**config.mk**
```make
export PLATFORM = sky130hd
export DESIGN_NAME = ethernet_rx_address_type_filter_top
export DESIGN_NICKNAME = d
export VERILOG_FILES = /design/src/rtl/core/erx_pkg.sv /design/src/rtl/core/ethernet_rx_address_type_filter_top.sv /design/src/rtl/core/erx_frame_track.sv /design/src/rtl/core/erx_verdict.sv /design/src/rtl/core/erx_out_buf.sv
export SDC_FILE = /design/constraint.sdc
export NUM_CORES = 1
export LEC_CHECK = 0
export BUFFER_PORTS_ARGS = -buffer_cell sky130_fd_sc_hd__buf_4
export CORE_ASPECT_RATIO = 1.2
export CORE_MARGIN = 4
export CORE_UTILIZATION = 27
export CTS_CLUSTER_DIAMETER = 80
export DETAILED_ROUTE_END_ITERATION = 7
export RECOVER_POWER = 50
export SYNTH_ARGS = -nofsm -noshare
export SYNTH_HDL_FRONTEND = slang
export SYNTH_SLANG_ARGS = --single-unit
```
**constraint.sdc**
```tcl
create_clock -name clk -period 4.6 [get_ports clk]
set_input_delay 1.38 -clock clk [delete_from_list [all_inputs] [get_ports clk]]
set_output_delay 1.38 -clock clk [all_outputs]
set_load 0.05 [all_outputs]
```
**src/rtl/core/erx_pkg.sv**
```systemverilog
// Shared types, constants and helpers of the Ethernet receive address and type filter.
package erx_pkg;

    localparam int MAC_W   = 48;
    localparam int TYPE_W  = 16;
    localparam int COUNT_W = 11;
    localparam int LEN_W   = COUNT_W + 1;
    localparam int PLEN_W  = 11;

    localparam logic [LEN_W-1:0] HEADER_BYTES    = 12'd14;
    localparam logic [LEN_W-1:0] MAX_FRAME_BYTES = 12'd1514;

    localparam logic [COUNT_W-1:0] COUNT_MAX   = {COUNT_W{1'b1}};
    localparam logic [COUNT_W-1:0] DEST_END    = 11'd6;
    localparam logic [COUNT_W-1:0] SRC_END     = 11'd12;
    localparam logic [COUNT_W-1:0] TYPE_HI_POS = 11'd12;
    localparam logic [COUNT_W-1:0] TYPE_LO_POS = 11'd13;
    localparam logic [7:0]         BROADCAST_BYTE = 8'hFF;

    localparam logic [MAC_W-1:0]  OWN_MAC_RESET   = 48'h0;
    localparam logic [TYPE_W-1:0] CHAT_TYPE_RESET = 16'h2080;
    localparam logic [TYPE_W-1:0] FILE_TYPE_RESET = 16'h2090;

    localparam int CFG_INDEX_W = 2;
    localparam logic [CFG_INDEX_W-1:0] REG_OWN_MAC   = 2'd0;
    localparam logic [CFG_INDEX_W-1:0] REG_CHAT_TYPE = 2'd1;
    localparam logic [CFG_INDEX_W-1:0] REG_FILE_TYPE = 2'd2;

    typedef enum logic [2:0] {
        ST_ACCEPTED     = 3'd0,
        ST_BAD_LENGTH   = 3'd1,
        ST_NOT_FOR_US   = 3'd2,
        ST_OWN_ECHO     = 3'd3,
        ST_UNKNOWN_TYPE = 3'd4
    } erx_status_t;

    typedef struct packed {
        logic [LEN_W-1:0]  frame_len;
        logic              dest_is_own;
        logic              dest_is_broadcast;
        logic              source_is_own;
        logic [MAC_W-1:0]  source;
        logic [TYPE_W-1:0] ethertype;
    } erx_frame_t;

    typedef struct packed {
        erx_status_t       status;
        logic              app_class;
        logic [PLEN_W-1:0] payload_length;
        logic [MAC_W-1:0]  source_mac;
    } erx_result_t;

    function automatic logic [7:0] erx_own_byte(input logic [MAC_W-1:0] mac,
                                                input logic [2:0] k);
        logic [7:0] b;
        unique case (k)
            3'd0:    b = mac[47:40];
            3'd1:    b = mac[39:32];
            3'd2:    b = mac[31:24];
            3'd3:    b = mac[23:16];
            3'd4:    b = mac[15:8];
            3'd5:    b = mac[7:0];
            default: b = 8'h00;
        endcase
        return b;
    endfunction

    function automatic logic [MAC_W-1:0] erx_place_byte(input logic [7:0] b,
                                                        input logic [2:0] k);
        logic [MAC_W-1:0] w;
        w = '0;
        unique case (k)
            3'd0:    w[47:40] = b;
            3'd1:    w[39:32] = b;
            3'd2:    w[31:24] = b;
            3'd3:    w[23:16] = b;
            3'd4:    w[15:8]  = b;
            3'd5:    w[7:0]   = b;
            default: w = '0;
        endcase
        return w;
    endfunction

endpackage

```
**src/rtl/core/ethernet_rx_address_type_filter_top.sv**
```systemverilog
// Top level of the Ethernet receive address and type filter.
//
// Input stream: one frame byte per transaction on s_tdata, header first, with
// s_tlast on the final byte. Output stream: one verdict transaction per frame,
// status and class on m_tuser, payload length and source address on m_tdata.
// Configuration: cfg_we writes cfg_wdata into register cfg_index at the clock
// edge (0 station address, 1 chat EtherType, 2 file EtherType).
//
// Throughput is one byte per cycle while s_tready is high. The verdict is computed
// in the cycle the last byte is accepted and is registered in the result buffer
// before it appears on m_tvalid, behind any verdict still waiting there.
//
// When the receiver stalls, a second result entry absorbs one more verdict;
// s_tready drops only once both entries are full, and rises again as soon as
// one verdict is taken.
//
// Reset clears the frame state, empties both result entries, and loads the
// station address with zero and the EtherType registers with 0x2080 and 0x2090.
module ethernet_rx_address_type_filter_top
    import erx_pkg::*;
(
    input  logic                   clk,
    input  logic                   rst_n,
    input  logic                   s_tvalid,
    output logic                   s_tready,
    input  logic [7:0]             s_tdata,   // [7:0] data_byte
    input  logic                   s_tlast,
    output logic                   m_tvalid,
    input  logic                   m_tready,
    output logic [63:0]            m_tdata,   // [10:0] payload_length, [58:11] source_mac
    output logic [3:0]             m_tuser,   // [2:0] status, [3] app_class
    input  logic                   cfg_we,
    input  logic [CFG_INDEX_W-1:0] cfg_index,
    input  logic [MAC_W-1:0]       cfg_wdata
);

    logic [MAC_W-1:0]  own_mac_reg, own_mac_next;
    logic [TYPE_W-1:0] chat_type_reg, chat_type_next;
    logic [TYPE_W-1:0] file_type_reg, file_type_next;
    logic              accept;
    erx_frame_t        frame;
    erx_result_t       result;
    erx_result_t       out_result;

    always_comb
    begin
        own_mac_next   = own_mac_reg;
        chat_type_next = chat_type_reg;
        file_type_next = file_type_reg;
        if (cfg_we)
        begin
            unique case (cfg_index)
                REG_OWN_MAC:   own_mac_next   = cfg_wdata;
                REG_CHAT_TYPE: chat_type_next = cfg_wdata[TYPE_W-1:0];
                REG_FILE_TYPE: file_type_next = cfg_wdata[TYPE_W-1:0];
                default:       own_mac_next   = own_mac_reg;
            endcase
        end
    end

    always_ff @(posedge clk or negedge rst_n)
    begin
        if (!rst_n)
        begin
            own_mac_reg   <= OWN_MAC_RESET;
            chat_type_reg <= CHAT_TYPE_RESET;
            file_type_reg <= FILE_TYPE_RESET;
        end
        else
        begin
            own_mac_reg   <= own_mac_next;
            chat_type_reg <= chat_type_next;
            file_type_reg <= file_type_next;
        end
    end

    assign accept = s_tvalid && s_tready;

    erx_frame_track u_track (
        .clk       (clk),
        .rst_n     (rst_n),
        .accept    (accept),
        .data_byte (s_tdata),
        .last_byte (s_tlast),
        .own_mac   (own_mac_reg),
        .frame     (frame)
    );

    erx_verdict u_verdict (
        .frame          (frame),
        .chat_ethertype (chat_type_reg),
        .file_ethertype (file_type_reg),
        .result         (result)
    );

    erx_out_buf u_out (
        .clk       (clk),
        .rst_n     (rst_n),
        .in_valid  (s_tvalid && s_tlast),
        .in_ready  (s_tready),
        .in_data   (result),
        .out_valid (m_tvalid),
        .out_ready (m_tready),
        .out_data  (out_result)
    );

    assign m_tdata = {5'b0, out_result.source_mac, out_result.payload_length};
    assign m_tuser = {out_result.app_class, out_result.status};

endmodule

```
**src/rtl/core/erx_frame_track.sv**
```systemverilog
// Per-frame byte counter, address match flags and source and EtherType capture.
module erx_frame_track
    import erx_pkg::*;
(
    input  logic             clk,
    input  logic             rst_n,
    input  logic             accept,
    input  logic [7:0]       data_byte,
    input  logic             last_byte,
    input  logic [MAC_W-1:0] own_mac,
    output erx_frame_t       frame
);

    logic [COUNT_W-1:0] count_reg, count_next;
    logic               dest_own_reg, dest_own_next, dest_own_upd;
    logic               dest_bc_reg, dest_bc_next, dest_bc_upd;
    logic               src_own_reg, src_own_next, src_own_upd;
    logic [MAC_W-1:0]   source_reg, source_next, source_upd;
    logic [TYPE_W-1:0]  type_reg, type_next, type_upd;
    logic [3:0]         src_pos;

    always_comb
    begin
        dest_own_upd = dest_own_reg;
        dest_bc_upd  = dest_bc_reg;
        src_own_upd  = src_own_reg;
        source_upd   = source_reg;
        type_upd     = type_reg;
        src_pos      = count_reg[3:0] - 4'd6;

        if (count_reg < DEST_END)
        begin
            if (data_byte != erx_own_byte(own_mac, count_reg[2:0]))
            begin
                dest_own_upd = 1'b0;
            end
            if (data_byte != BROADCAST_BYTE)
            begin
                dest_bc_upd = 1'b0;
            end
        end
        else if (count_reg < SRC_END)
        begin
            if (data_byte != erx_own_byte(own_mac, src_pos[2:0]))
            begin
                src_own_upd = 1'b0;
            end
            source_upd = source_reg | erx_place_byte(data_byte, src_pos[2:0]);
        end
        else if (count_reg == TYPE_HI_POS)
        begin
            type_upd = type_reg | {data_byte, 8'h00};
        end
        else if (count_reg == TYPE_LO_POS)
        begin
            type_upd = type_reg | {8'h00, data_byte};
        end

        frame.frame_len         = {1'b0, count_reg} + 12'd1;
        frame.dest_is_own       = dest_own_upd;
        frame.dest_is_broadcast = dest_bc_upd;
        frame.source_is_own     = src_own_upd;
        frame.source            = source_upd;
        frame.ethertype         = type_upd;

        count_next    = count_reg;
        dest_own_next = dest_own_reg;
        dest_bc_next  = dest_bc_reg;
        src_own_next  = src_own_reg;
        source_next   = source_reg;
        type_next     = type_reg;

        if (accept)
        begin
            if (last_byte)
            begin
                count_next    = '0;
                dest_own_next = 1'b1;
                dest_bc_next  = 1'b1;
                src_own_next  = 1'b1;
                source_next   = '0;
                type_next     = '0;
            end
            else
            begin
                count_next    = (count_reg != COUNT_MAX) ? count_reg + 11'd1 : count_reg;
                dest_own_next = dest_own_upd;
                dest_bc_next  = dest_bc_upd;
                src_own_next  = src_own_upd;
                source_next   = source_upd;
                type_next     = type_upd;
            end
        end
    end

    always_ff @(posedge clk or negedge rst_n)
    begin
        if (!rst_n)
        begin
            count_reg    <= '0;
            dest_own_reg <= 1'b1;
            dest_bc_reg  <= 1'b1;
            src_own_reg  <= 1'b1;
            source_reg   <= '0;
            type_reg     <= '0;
        end
        else
        begin
            count_reg    <= count_next;
            dest_own_reg <= dest_own_next;
            dest_bc_reg  <= dest_bc_next;
            src_own_reg  <= src_own_next;
            source_reg   <= source_next;
            type_reg     <= type_next;
        end
    end

endmodule

```
**src/rtl/core/erx_verdict.sv**
```systemverilog
// Frame verdict: length, destination, echo and EtherType checks in priority order.
module erx_verdict
    import erx_pkg::*;
(
    input  erx_frame_t        frame,
    input  logic [TYPE_W-1:0] chat_ethertype,
    input  logic [TYPE_W-1:0] file_ethertype,
    output erx_result_t       result
);

    logic [LEN_W-1:0] plen_full;

    always_comb
    begin
        plen_full             = frame.frame_len - HEADER_BYTES;
        result.status         = ST_ACCEPTED;
        result.app_class      = 1'b0;
        result.payload_length = '0;
        result.source_mac     = frame.source;

        priority if (frame.frame_len < HEADER_BYTES || frame.frame_len > MAX_FRAME_BYTES)
        begin
            result.status = ST_BAD_LENGTH;
        end
        else if (!frame.dest_is_own && !frame.dest_is_broadcast)
        begin
            result.status = ST_NOT_FOR_US;
        end
        else if (frame.source_is_own)
        begin
            result.status = ST_OWN_ECHO;
        end
        else if (frame.ethertype == chat_ethertype)
        begin
            result.payload_length = plen_full[PLEN_W-1:0];
        end
        else if (frame.ethertype == file_ethertype)
        begin
            result.app_class      = 1'b1;
            result.payload_length = plen_full[PLEN_W-1:0];
        end
        else
        begin
            result.status = ST_UNKNOWN_TYPE;
        end
    end

endmodule

```
**src/rtl/core/erx_out_buf.sv**
```systemverilog
// Two-entry result register with skid stage between verdict logic and output channel.
module erx_out_buf
    import erx_pkg::*;
(
    input  logic        clk,
    input  logic        rst_n,
    input  logic        in_valid,
    output logic        in_ready,
    input  erx_result_t in_data,
    output logic        out_valid,
    input  logic        out_ready,
    output erx_result_t out_data
);

    logic        main_valid_reg, main_valid_next;
    logic        skid_valid_reg, skid_valid_next;
    erx_result_t main_data_reg, main_data_next;
    erx_result_t skid_data_reg, skid_data_next;
    logic        push;
    logic        pop;

    assign in_ready  = !skid_valid_reg;
    assign out_valid = main_valid_reg;
    assign out_data  = main_data_reg;

    always_comb
    begin
        push            = in_valid && !skid_valid_reg;
        pop             = main_valid_reg && out_ready;
        main_valid_next = main_valid_reg;
        skid_valid_next = skid_valid_reg;
        main_data_next  = main_data_reg;
        skid_data_next  = skid_data_reg;

        if (pop)
        begin
            if (skid_valid_reg)
            begin
                main_data_next  = skid_data_reg;
                skid_valid_next = 1'b0;
            end
            else
            begin
                main_valid_next = 1'b0;
            end
        end

        if (push)
        begin
            if (!main_valid_next)
            begin
                main_valid_next = 1'b1;
                main_data_next  = in_data;
            end
            else
            begin
                skid_valid_next = 1'b1;
                skid_data_next  = in_data;
            end
        end
    end

    always_ff @(posedge clk or negedge rst_n)
    begin
        if (!rst_n)
        begin
            main_valid_reg <= 1'b0;
            skid_valid_reg <= 1'b0;
        end
        else
        begin
            main_valid_reg <= main_valid_next;
            skid_valid_reg <= skid_valid_next;
        end
    end

    always_ff @(posedge clk)
    begin
        main_data_reg <= main_data_next;
        skid_data_reg <= skid_data_next;
    end

endmodule

```
[Word level (Yosys, flattened, before mapping)]
Cells that the tools add are included.
Cells by class
  $add $sub $neg: 4
  magnitude comparators: 4
  eq/ne operators: 20
  muxes and demuxes: 63
  bitwise operators: 3
  reduce and logical (&&, ||, !) cells: 18
Operators by type and width (number)
  $mux 63: 4
  $mux 8: 21
  $mux 48: 3
  $pmux 8 s6: 2
  $mux 16: 5
  $mux 12: 4
  $or 48x48->48: 1
  $mux 11: 3
  $eq 16x16->1: 2
  $eq 11x4->1 const B: 2
  $mux 1: 16
  $ne 8x8->1: 2
  $or 16x16->16: 1
  $or 16x8->16: 1
  $add 11x1->12 const B: 1
  $eq 3x2->1 const B: 4
  $eq 3x3->1 const B: 4
  $gt 12x11->1 const B: 1
  $lt 12x4->1 const B: 1
  $mux 3: 4
  $add 11x1->11 const B: 1
  $lt 11x3->1 const B: 1
  $lt 11x4->1 const B: 1
  $ne 11x11->1 const B: 1
  14 further kinds: 26
Word-level totals
  register bits after elaboration: 286
  input port bits: 64
  output and inout bits: 70
  logic and storage cells: 131

[Depth between registers and ports, before layout]
  depth after elaboration: 14
  mapped depth: 14
  depth with buffers taken out: 10

[Modules after synthesis]
From an unflattened synthesis, not the netlist that was laid out.
Second synthesis, totals
  cell total of the unflattened synthesis: 1265
  area, all modules: 13818.3 sq um
By module, submodules not included
  erx_frame_track: instances 1, cells each 514, area each 4933.5 sq um, sequential area each 1955.6 sq um
  erx_out_buf: instances 1, cells each 426, area each 4610.7 sq um, sequential area each 3203.1 sq um
  ethernet_rx_address_type_filter_top: instances 1, cells each 178, area each 3071.7 sq um, sequential area each 2008.2 sq um
  erx_verdict: instances 1, cells each 147, area each 1202.4 sq um, sequential area each 0.0 sq um

[Worst setup path before layout]
OpenSTA, ideal clock, no wires.
  kind: input to register
  start point: input s_tvalid
  end point: register u_out.skid_data_reg[0] (netlist name) (enable)
  setup time: 0.485 ns
  data arrival time: 4.720 ns
  required time: 4.115 ns
  setup slack: -0.605 ns
  cell stages on the path: 5
  path buffers: 2
  cells stage by stage: nor2b_1 > clkbuf_1 > nand2_1 > clkbuf_1 > nor2_1
On the way
  cells in the longest elaborated chain, start to end: 3
Ends and longest elaborated chain
  start: declaration: RTL line ethernet_rx_address_type_filter_top.sv:24  | input logic s_tvalid,
  $logic_and 1x1->1: RTL line ethernet_rx_address_type_filter_top.sv:99  | .in_valid (s_tvalid && s_tlast),
  $logic_and 1x1->1: RTL line erx_out_buf.sv:28  | push = in_valid && !skid_valid_reg;
  $reduce_and 2->1 (no line)
  end signal: assignment: RTL line erx_out_buf.sv:80  | skid_data_reg <= skid_data_next;
  end: declaration: RTL line erx_out_buf.sv:18  | erx_result_t skid_data_reg, skid_data_next;
No other way between the ends.
A chain may end at the register's enable or synchronous reset.

[Final worst setup path]
  start point: input s_tvalid
  end point: register u_track.source_reg[45]
On the way
  cells in the longest elaborated chain, start to end: 1
Ends and longest elaborated chain
  $logic_and 1x1->1: RTL line ethernet_rx_address_type_filter_top.sv:77  | assign accept = s_tvalid && s_tready;
  end signal: assignment: RTL line erx_frame_track.sv:113  | source_reg <= source_next;
  end: declaration: RTL line erx_frame_track.sv:18  | logic [MAC_W-1:0] source_reg, source_next, source_upd;
No other way between the ends.

==> impl_summary.md <==
Route
The DRC violations left is 0. The routed wire length is 38000 um. The iteration-0 DRC count of the detailed router is slightly above 600. The count of nets left with antenna violations once routing finished came out at 0. Detailed routing inserted a total of 9924 vias. The number of detailed-route iterations in the first pass is 5. After detailed routing, the number of vias per cell comes to slightly below 5.

The post-detailed-route wirelength per cell is ~19 um.

Yosys
The flip-flop cell with the highest count after synthesis is dfrtp_1. The synthesized design contains between 60 and 70 enable-type register cells. The number of warnings issued by yosys is 0. Synthesis produced 1254 cells. The mean area per synthesized cell is 10.7 sq um.

Counting flops and latches in the post-synthesis netlist gives 286. In this run, distinct cell masters in the synthesized netlist total 76. The share of the Yosys chip area taken by registers is 0.533. The cell area that synthesis handed to floorplanning was around 13000 sq um. After synthesis, the share of flip-flops with an asynchronous set or reset is 0.559.

Die
After floorplanning, the core was divided into between 80 and 90 placement rows. The initial utilization of the core area, before any placement, comes to 0.273. During I/O placement, the number of pins put on the boundary was ~130. The total die area is 53500 sq um. The floorplan step set the die width to 212 um. The die is about 250 um tall.

The total area inside the core boundary comes to between 40000 and 50000 sq um.

Clock network
The post-CTS setup-driven buffer insertion count is 0. Buffers inserted to repair hold after CTS numbered 0. The H-tree depth is 2. The tree is rooted in a clkbuf_16. TritonCTS built the clock tree.

The clock network latency to the later pin of the worst-skew pair is 0.55 ns. Counting the buffers created by CTS gives 34. After clock tree synthesis, the repair step resized 0 gates. The maximum clock insertion buffer count is 3. The number of clock sinks is 286. The clock transition time at the flip-flop clock pins of the worst setup and hold paths is 0.06 ns.

Timing
Clock skew on the completed layout was measured at 0.0400 ns. Derived from the worst setup path, the maximum achievable clock frequency is 0.254 GHz. Setup repair after global routing left no endpoint under its margin. The worst path setup slack after routing is 0.657 ns. For the pin with the worst max-slew slack, the measured transition is 2.67 ns.

Setup violations remaining at the end of the flow were counted as 0. The max-slew violation total from the final report is 200. For the finished layout, the period the worst path requires is slightly below 4 ns. Adding up every negative setup slack in the final design gives 0 ns. The part of the cycle the worst path needs is 0.857. The count of endpoints failing hold in the final timing report is 0.

The worst pin sits at a relative slew slack of -0.777.

Worst setup path
The worst setup path is captured at a register. For the worst setup path, the data required time is between 5 and 6 ns. The largest driver fanout on the critical path is 53. The worst setup path is launched from an input port. The type of the setup path with the least slack is input port to register. The critical path arrival is 4.39 ns.

Layout
The fraction of final layout cells sized beyond drive strength 1 is 0.229. The count of filler cells inserted in the layout is approximately 5000. The area growth from synthesis to layout is 17.9%. The count of placed standard cells in the final layout, fillers left out is 2017.

The layout net count is 1425. The antenna diode instance count is 0.

Placed design
The count of placed standard cells including taps is 1955. The port buffer count is 128. Prior to clock tree synthesis, the placed netlist has a worst setup slack of 0.845 ns. At the end of routability-driven placement, the weighted congestion stood at 0.860. The HPWL reported at the end of detailed placement is 26300 um.

Pwr
The power per cell area is just under 600 nW/um^2. The leakage power summed over all cells is 6.78 nW. The worst vdd rail ir drop is approximately 280 uV.

Run
The max-cap check violation count is 4.

Global routing
The number of antenna violations at the first check in global routing came to 0. The leftover overflow at the end of global routing is 0. Entering global routing, the biggest net connects 73 pins.

The first global-routing pass estimated 57800 um of wire. The number of global-route vias before repair is 9678. In the global route stage, overall resource usage came out at 0.138.

Run status
The flow ran to the end, but the final reports show violations. The checks that failed: max-capacitance violations, max-slew violations.

Min path
The path class of the tightest hold or removal check is register to register.
## worst paths after layout
check / slack [ns] / depth (start not counted) / to / start
max: 0.66 / 7 / u_track.source_reg[45] / s_tvalid
max in group asynchronous: 1.66 / 2 / chat_type_reg[11] / rst_n
min reg2reg: 0.48 / 2 / u_track.dest_bc_reg / u_track.dest_bc_reg
max reg2reg: 0.84 / 10 / u_out.skid_data_reg[54] / u_track.count_reg[0]
min in group asynchronous: 0.81 / 1 / own_mac_reg[41] / rst_n
min: 0.48 / 2 / u_track.dest_bc_reg / u_track.dest_bc_reg
## critical path: stages
cell	delay (ns)
buf_4	0.12
nor2b_1	0.13
buf_4	0.31
nand2_1	0.21
clkbuf_1	1.68
o21ai_0	0.33
nor2_1	0.19
## cell usage in the layout (no fill, tap or decap), types with 8 or more instances in the layout
master     synthesis  routed
a21oi_1           82      82
a41oi_2            8       8
edfxtp_1          63      63
clkbuf_16          0      34
o21ai_0          109     109
nand3_1           22      21
dfrtp_1          152     152
o22ai_1           17      17
and3_1            12      12
xnor2_1           48      48
inv_1             64      64
nor4_1             9       9
a41oi_1            8       8
dfstp_2            8       8
mux2i_1           16      16
a22oi_1           25      25
buf_4              8      99
nand2_1           90      89
nand4_1           17      17
mux2_2           128     128
clkbuf_1          53      63
dfxtp_1           63      63
nor2_1            98      97
## metrics by stage
| stage | hold slack (ns) | instance area [sq um] | power [mW] | utilization |
|---|---|---|---|---|
| after floorplan | 0.448 | 13500 | 5.79 | - |
| after global placement | 0.469 | 15000 | 6.77 | 0.305 |
| after detailed placement | 0.479 | 15000 | 6.82 | 0.305 |
| after CTS | 0.488 | 16100 | 9.46 | 0.327 |
| after global routing | 0.514 | 15900 | 9.68 | 0.322 |
| final | 0.484 | 15900 | 9.18 | 0.322 |
## power by group
| part | internal [mW] | switching (mW) |
|---|---|---|
| logic | 1.03 | 2.19 |
| registers | 3.06 | 0.323 |
| clock network | 1.50 | 1.08 |
| total | 5.59 | 3.60 |
## Yosys cell counts, drive strengths merged (18+ instances only)
| library cell | count | area, sq um |
|---|---|---|
| dfxtp | 63 | 1260 |
| mux2 | 128 | 1440 |
| nand3 | 23 | 120 |
| nand2 | 93 | 357 |
| inv | 64 | 240 |
| a21oi | 84 | 428 |
| nor2 | 98 | 368 |
| nand4 | 18 | 128 |
| a22oi | 25 | 188 |
| buf | 37 | 259 |
| xnor2 | 48 | 420 |
| o21ai | 116 | 581 |
| dfrtp | 152 | 3800 |
| edfxtp | 63 | 1890 |
| clkbuf | 55 | 209 |
## final cells by class
type                            instances  area (sq um)  share of cell area
Inverter                               64           240              0.0151
Clock buffer                           51           945              0.0595
Sequential cell                       286          7170               0.452
Clock inverter                         11           116             0.00733
Multi-Input combinational cell        816          5620               0.354
Timing Repair Buffer                  152           983              0.0620
Tap cell                              637           797              0.0502
## cells by family after synthesis
family | count (synthesis) | synth area share
adders and majority gates | 7 | 0.00651
and+or+nand+nor | 292 | 0.105
other | 1 | 0.000279
AOI/OAI and AO/OA | 317 | 0.151
muxes | 144 | 0.119
DFF | 286 | 0.533
xor gates and xnor gates | 51 | 0.0332
buffers and inverters | 156 | 0.0526
## routing by layer
metal / up-vias / track usage / part of all wire
met5: - / 0 / 0
li1: 4689 / - / -
met4: 0 / 0.0372 / 0.025
met3: 59 / 0.0310 / 0.062
met2: 278 / 0.230 / 0.48
met1: 4898 / 0.182 / 0.43
Power figures use the tool's default switching activity.
